==> src/design/nfc_chk_pkg.sv <==
`timescale 1ns / 1ps
// ----------------------------------------------------------------------------
// nfc_chk_pkg
// Types and constants shared by the response frame checker modules.
// ----------------------------------------------------------------------------
package nfc_chk_pkg;

   // Parser phase, one per field of the frame, plus the waiting and done states
   typedef enum logic [3:0] {
      PH_WAIT,
      PH_PRE0,
      PH_PRE1,
      PH_START,
      PH_LEN,
      PH_LCS,
      PH_IDENT,
      PH_CODE,
      PH_PAYLOAD,
      PH_DSUM,
      PH_DONE
   } phase_type;

   // Final frame status codes
   typedef enum logic [3:0] {
      ST_OK         = 4'd0,
      ST_PREAMBLE   = 4'd1,
      ST_START_CODE = 4'd2,
      ST_SHORT_LEN  = 4'd3,
      ST_LEN_SUM    = 4'd4,
      ST_IDENT      = 4'd5,
      ST_RESP_CODE  = 4'd6,
      ST_TOO_LONG   = 4'd7,
      ST_DATA_SUM   = 4'd8
   } status_type;

   // One result transaction
   typedef struct packed {
      logic       is_status;
      logic [7:0] data_byte;
      logic [7:0] data_index;
      status_type frame_status;
      logic [7:0] payload_length;
   } result_type;

   // Live configuration registers
   typedef struct packed {
      logic [7:0] expected_command;
      logic [7:0] payload_capacity;
   } cfg_type;

   localparam int unsigned CSR_IDX_W = 2;
   localparam logic [CSR_IDX_W-1:0] CSR_EXPECTED_COMMAND = 2'd0;
   localparam logic [CSR_IDX_W-1:0] CSR_PAYLOAD_CAPACITY = 2'd1;

   localparam logic [7:0] RST_EXPECTED_COMMAND = 8'd74;
   localparam logic [7:0] RST_PAYLOAD_CAPACITY = 8'd32;

   localparam logic [7:0] PREAMBLE_BYTE = 8'h00;
   localparam logic [7:0] START_CODE    = 8'hFF;
   localparam logic [7:0] FRAME_IDENT   = 8'hD5;
   localparam logic [7:0] MIN_LENGTH    = 8'd2;

   localparam int unsigned RSP_DATA_W = 32;

endpackage

==> src/design/nfc_chk_parser.sv <==
`timescale 1ns / 1ps
// ----------------------------------------------------------------------------
// nfc_chk_parser
// Byte-wise frame parser: phase register, length, checksum and payload count.
// ----------------------------------------------------------------------------
module nfc_chk_parser
   import nfc_chk_pkg::*;
(
   input  logic       clock,
   input  logic       reset,
   input  logic       accept,
   input  logic [7:0] rx_byte,
   input  logic       frame_start,
   input  cfg_type    cfg,
   output logic       res_valid,
   output result_type res
);

   phase_type  phase_ff, phase_in, phase_cur;
   logic [7:0] flen_ff, flen_in, flen_cur;
   logic [7:0] sum_ff, sum_in, sum_cur;
   logic [7:0] seen_ff, seen_in, seen_cur;
   logic [7:0] plen;
   logic [8:0] code_want;
   logic [7:0] seen_next;
   logic       fault;
   status_type fault_code;

   // restart on a start flag, otherwise continue from the stored state
   always_comb begin
      phase_cur = frame_start ? PH_PRE0 : phase_ff;
      flen_cur  = frame_start ? 8'd0 : flen_ff;
      sum_cur   = frame_start ? 8'd0 : sum_ff;
      seen_cur  = frame_start ? 8'd0 : seen_ff;
      plen      = (flen_cur >= MIN_LENGTH) ? (flen_cur - MIN_LENGTH) : 8'd0;
      code_want = {1'b0, cfg.expected_command} + 9'd1;
      seen_next = seen_cur + 8'd1;
   end

   // per-phase checks
   always_comb begin
      fault      = 1'b0;
      fault_code = ST_OK;
      case (phase_cur)
         PH_PRE0, PH_PRE1: begin
            fault      = (rx_byte != PREAMBLE_BYTE);
            fault_code = ST_PREAMBLE;
         end
         PH_START: begin
            fault      = (rx_byte != START_CODE);
            fault_code = ST_START_CODE;
         end
         PH_LEN: begin
            fault      = (rx_byte < MIN_LENGTH);
            fault_code = ST_SHORT_LEN;
         end
         PH_LCS: begin
            fault      = ((flen_cur + rx_byte) != 8'd0);
            fault_code = ST_LEN_SUM;
         end
         PH_IDENT: begin
            fault      = (rx_byte != FRAME_IDENT);
            fault_code = ST_IDENT;
         end
         PH_CODE: begin
            if ({1'b0, rx_byte} != code_want) begin
               fault      = 1'b1;
               fault_code = ST_RESP_CODE;
            end else if (plen > cfg.payload_capacity) begin
               fault      = 1'b1;
               fault_code = ST_TOO_LONG;
            end
         end
         PH_DSUM: begin
            fault      = ((sum_cur + rx_byte) != 8'd0);
            fault_code = ST_DATA_SUM;
         end
         default: begin
            fault      = 1'b0;
            fault_code = ST_OK;
         end
      endcase
   end

   // next state
   always_comb begin
      phase_in = phase_ff;
      flen_in  = flen_ff;
      sum_in   = sum_ff;
      seen_in  = seen_ff;
      if (accept) begin
         phase_in = phase_cur;
         flen_in  = flen_cur;
         sum_in   = sum_cur;
         seen_in  = seen_cur;
         if (fault) begin
            phase_in = PH_DONE;
         end else begin
            case (phase_cur)
               PH_PRE0:  phase_in = PH_PRE1;
               PH_PRE1:  phase_in = PH_START;
               PH_START: phase_in = PH_LEN;
               PH_LEN: begin
                  flen_in  = rx_byte;
                  phase_in = PH_LCS;
               end
               PH_LCS:   phase_in = PH_IDENT;
               PH_IDENT: begin
                  sum_in   = rx_byte;
                  phase_in = PH_CODE;
               end
               PH_CODE: begin
                  sum_in   = sum_cur + rx_byte;
                  seen_in  = 8'd0;
                  phase_in = (plen != 8'd0) ? PH_PAYLOAD : PH_DSUM;
               end
               PH_PAYLOAD: begin
                  sum_in  = sum_cur + rx_byte;
                  seen_in = seen_next;
                  if (seen_next >= plen) begin
                     phase_in = PH_DSUM;
                  end
               end
               PH_DSUM:  phase_in = PH_DONE;
               default:  phase_in = phase_cur;
            endcase
         end
      end
   end

   // result generation
   always_comb begin
      res_valid = 1'b0;
      res       = '0;
      if (accept) begin
         if (fault) begin
            res_valid        = 1'b1;
            res.is_status    = 1'b1;
            res.frame_status = fault_code;
         end else begin
            case (phase_cur)
               PH_PAYLOAD: begin
                  res_valid      = 1'b1;
                  res.data_byte  = rx_byte;
                  res.data_index = seen_cur;
               end
               PH_DSUM: begin
                  res_valid          = 1'b1;
                  res.is_status      = 1'b1;
                  res.frame_status   = ST_OK;
                  res.payload_length = plen;
               end
               default: res_valid = 1'b0;
            endcase
         end
      end
   end

   always_ff @(posedge clock) begin
      if (reset) begin
         phase_ff <= PH_WAIT;
         flen_ff  <= 8'd0;
         sum_ff   <= 8'd0;
         seen_ff  <= 8'd0;
      end else begin
         phase_ff <= phase_in;
         flen_ff  <= flen_in;
         sum_ff   <= sum_in;
         seen_ff  <= seen_in;
      end
   end

`ifndef SYNTHESIS
   a_status_ends_frame: assert property (@(posedge clock) disable iff (reset)
      (res_valid && res.is_status) |-> (phase_in == PH_DONE))
      else $error("status result without closing the frame");

   a_idle_silent: assert property (@(posedge clock) disable iff (reset)
      (accept && !frame_start && (phase_ff == PH_DONE || phase_ff == PH_WAIT))
      |-> !res_valid)
      else $error("result produced outside a frame");
`endif

endmodule

==> config.mk <==
export PLATFORM = sky130hd
export DESIGN_NAME = nfc_chk_parser
export DESIGN_NICKNAME = d
export VERILOG_FILES = /design/src/design/nfc_chk_pkg.sv /design/src/design/nfc_chk_parser.sv
export SDC_FILE = /design/constraint.sdc
export NUM_CORES = 1
export LEC_CHECK = 0
export BUFFER_PORTS_ARGS = -buffer_cell sky130_fd_sc_hd__buf_2
export CAP_MARGIN = 20
export CORE_UTILIZATION = 33
export DETAILED_ROUTE_END_ITERATION = 10
export PLACE_DENSITY = 0.6
export SLEW_MARGIN = 20
export SYNTH_ARGS = -nofsm -noshare
export SYNTH_HDL_FRONTEND = slang
export SYNTH_SLANG_ARGS = --single-unit
export TNS_END_PERCENT = 100
==> constraint.sdc <==
create_clock -name clock -period 15.45 [get_ports clock]
set_clock_uncertainty 0.05 [all_clocks]
set_input_delay 2.3175 -clock clock [delete_from_list [all_inputs] [get_ports clock]]
set_output_delay 2.3175 -clock clock [all_outputs]
set_load 0.03 [all_outputs]
==> key figures <==
Status
  – Outcome: finished clean

Synthesis
  – Post-synth net total: 586
  – Syn Inst Count: 525
  – Netlist cell types: 74
  – Syn Std Cell Area: 3751 µm²
  – Most area-consuming cells after synthesis: dfxtp_1 15%, ha_1 10%, nand2_1 5.7%
  – Yosys top cell by area: dfxtp_1
  – Most used DFF post-synth: dfxtp_1
  – Yosys top cell area share: 0.1494
  – EDFF count, synth: 0
  – Ys Warns: 0
  – Register bit total from synthesis: 28
  – Register area share after synthesis: 0.1494
  – Fraction of registers with async set/reset: 0
  – Synth Area per Inst: 7.145 µm²

Clock tree
  – H-Tree Depth: 1
  – TritonCTS Buffers: 3
  – Later-pin clock latency in the skew report: 0.27 ns
  – CTS tree: done
  – Hold buffers post-CTS: 0
  – CTS sink count: 28
  – CTS resizes: 0
  – Setup bufs post-CTS: 0
  – Clock tree buffer depth: 2
  – Worst-path clk slew: 0.08 ns
  – Root buffer cell: clkbuf_16

Final layout
  – N_diodes: 0
  – Nets: 618
  – Register area: 560.5 µm²
  – Non-filler cells, final: 696
  – Area grow syn2layout: 11.87%
  – Share of layout cells above drive strength 1: 0.1493
  – Fillers: 1174
  – Multi-input gate area: 2939 µm²

Critical path
  – Crit path cell chain: buf_2 > buf_4 > nor2_1 > nand2_1 > nor3b_1 > ha_1 > nand4_1 > o2111ai_1 > o221ai_2 > or4_4 > a2111oi_4 > o211ai_2 > nor3_2 > and3_1 > buf_2
  – CP Data Required Time: 13.08 ns
  – Type of the worst setup path: input port to output pin
  – CP max stage delay: 0.73 ns
  – R2R Setup Slk: 10.82 ns
  – Slowest CP cell: nor3b_1
  – Most used cell, CP: buf_2
  – Element type at the critical path start: input port
  – CP Max Fanout: 48
  – Crit path DAT: 6.97 ns
  – Crit end category: output pin

Floorplanning
  – DIE HEIGHT: 108.6 µm
  – Initial Utilization: 0.3430
  – # IOs: 58
  – Core footprint: 10940 µm²
  – Num rows: 38
  – Die width: 108.6 µm
  – Die Footprint: 11800 µm²

Routing
  – Via density: 5.803
  – WL per Instance: 16.42 µm
  – Drt initial violations: 303
  – Vias after detailed routing: 4039
  – DR DRC count: 0
  – WL final: 11430 µm
  – Post-DRT Antenna Nets: 0
  – Drt pass-1 iters: 5

STA
  – Final Critical Period: 9.334 ns
  – FMAX: 107.1 MHz
  – Sum Neg Setup Slack: 0 ns
  – RSZ-0062 raised after global routing: false
  – Slew @ Worst Pin: 0.9808 ns
  – Slew Viols, Final: 0
  – Worst slew margin: 0.3461
  – Final Cycle Share: 0.6041
  – Endpoints failing setup: 0
  – Final Hold Viols: 0

GRT
  – Via count of the first global-routing pass: 3790
  – Largest net degree at the start of global routing: 49
  – Initial antenna violation count: 0
  – First-pass GRT wire length: 18610 µm
  – GR Overflow Total: 0
  – Total track usage: 0.1973

Run
  – Max Cap Viol: 0

Power and ir drop
  – Worst vdd ir: 0.04238 mV
  – Leak: 1.858 nW
  – Pwr per Cell Area: 49.31 nW/µm²

Place
  – Port bufs: 57
  – Detail Placement HPWL: 8541 µm
  – Gpl congestion: 0.8835
  – # placed instances: 692

Min path
  – Hold WC Path Type: flip-flop to flip-flop
==> sequential cells by signal (all words and copies together), names as in the netlist <==
signal    count
sum_ff        8
flen_ff       8
seen_ff       8
phase_ff      4
==> metrics by stage <==
step                      setup slack [ns]  instance area (µm²)  power, mW  hold WS [ns]  utilization
after CTS                            6.168                 4197     0.2065        0.4098       0.3838
final                                6.116                 4197     0.2069        0.4053       0.3838
after detailed placement             6.220                 4091     0.1274        0.3993       0.3741
after floorplan                      6.878                 3751     0.1119        0.3774            -
after global placement               6.362                 4091     0.1263        0.3890       0.3741
after global routing                 5.640                 4197     0.2151        0.4303       0.3838
==> cell type report <==
cell class | count | area share
Multi-Input combinational cell | 434 | 0.7004
Sequential cell | 28 | 0.1336
Timing Repair Buffer | 59 | 0.07156
Tap cell | 140 | 0.04174
Inverter | 31 | 0.02773
Clock buffer | 3 | 0.01789
Clock inverter | 1 | 0.007156
==> synthesized netlist by cell type, drive strengths merged, types with 8 or more instances <==
cell,number
a21oi,40
nand3,12
ha,31
clkbuf,24
nand2,57
a311oi,8
xnor2,19
xor2,10
and3,23
nor3,17
dfxtp,28
nor2,52
nor2b,16
inv,31
buf,8
o21ai,20
==> path summary, 6_finish.rpt <==
path,end,cells past startpoint,start
worst min register to register,sum_ff[0],2,sum_ff[0]
worst max register to register,phase_ff[3],12,phase_ff[3]
worst min-delay path,sum_ff[0],2,sum_ff[0]
worst max-delay path,res[3],15,frame_start
==> report_power, final <==
group / switching, mW / leakage, nW / internal, mW
clock network: 0.0283 / 0.0511 / 0.0517
registers: 0.00233 / 0.226 / 0.0730
logic: 0.0345 / 1.58 / 0.0171
==> layout by cell type, fill, tap and decap left out, types with 4 or more instances in the layout <==
cell type  netlist  layout
nand4_1          4       4
inv_1           31      31
nand2b_1         6       6
o211ai_1         4       4
nand2_1         57      57
nand3_1         12      12
nor3_1          16      16
o2111ai_1        4       4
and3_1          23      23
a31oi_1          5       5
nor3b_1          6       6
a21oi_1         40      40
nor2_1          52      52
nor2b_1         16      16
a211oi_1         5       5
xor2_1          10      10
o31ai_1          5       5
a22o_1           4       4
dfxtp_1         28      28
or3_1            6       6
ha_1            31      31
a21o_1           6       6
xnor2_1         19      19
a311oi_1         8       8
buf_2            6      57
o21ai_0         18      18
==> layer usage <==
layer | global-route usage | part of all wire | vias to the layer above
li1 | - | - | 1981
met1 | 0.2739 | 0.47 | 1860
met2 | 0.3246 | 0.44 | 173
met3 | 0.02152 | 0.069 | 25
met4 | 0.04826 | 0.019 | 0
met5 | 0 | 0 | -
==> logic make-up after synthesis <==
group	share of synthesized area
adder cells (fa/ha/maj)	0.1221
flip-flops	0.1494
XOR/XNOR	0.06771
AND/OR/NAND/NOR	0.3196
AO/OA/AOI/OAI	0.2598
multiplexers	0.01434
buffers and inverters	0.06704
==> critical path, delay by kind of cell <==
kind | cells | cell delay [ns]
AOI/OAI and AO/OA | 4 | 1.02
adders and majority gates | 1 | 0.23
and+or+nand+nor | 7 | 2.82
buffers and inverters | 3 | 0.54
Note: power is estimated with default switching activity, not from simulation.
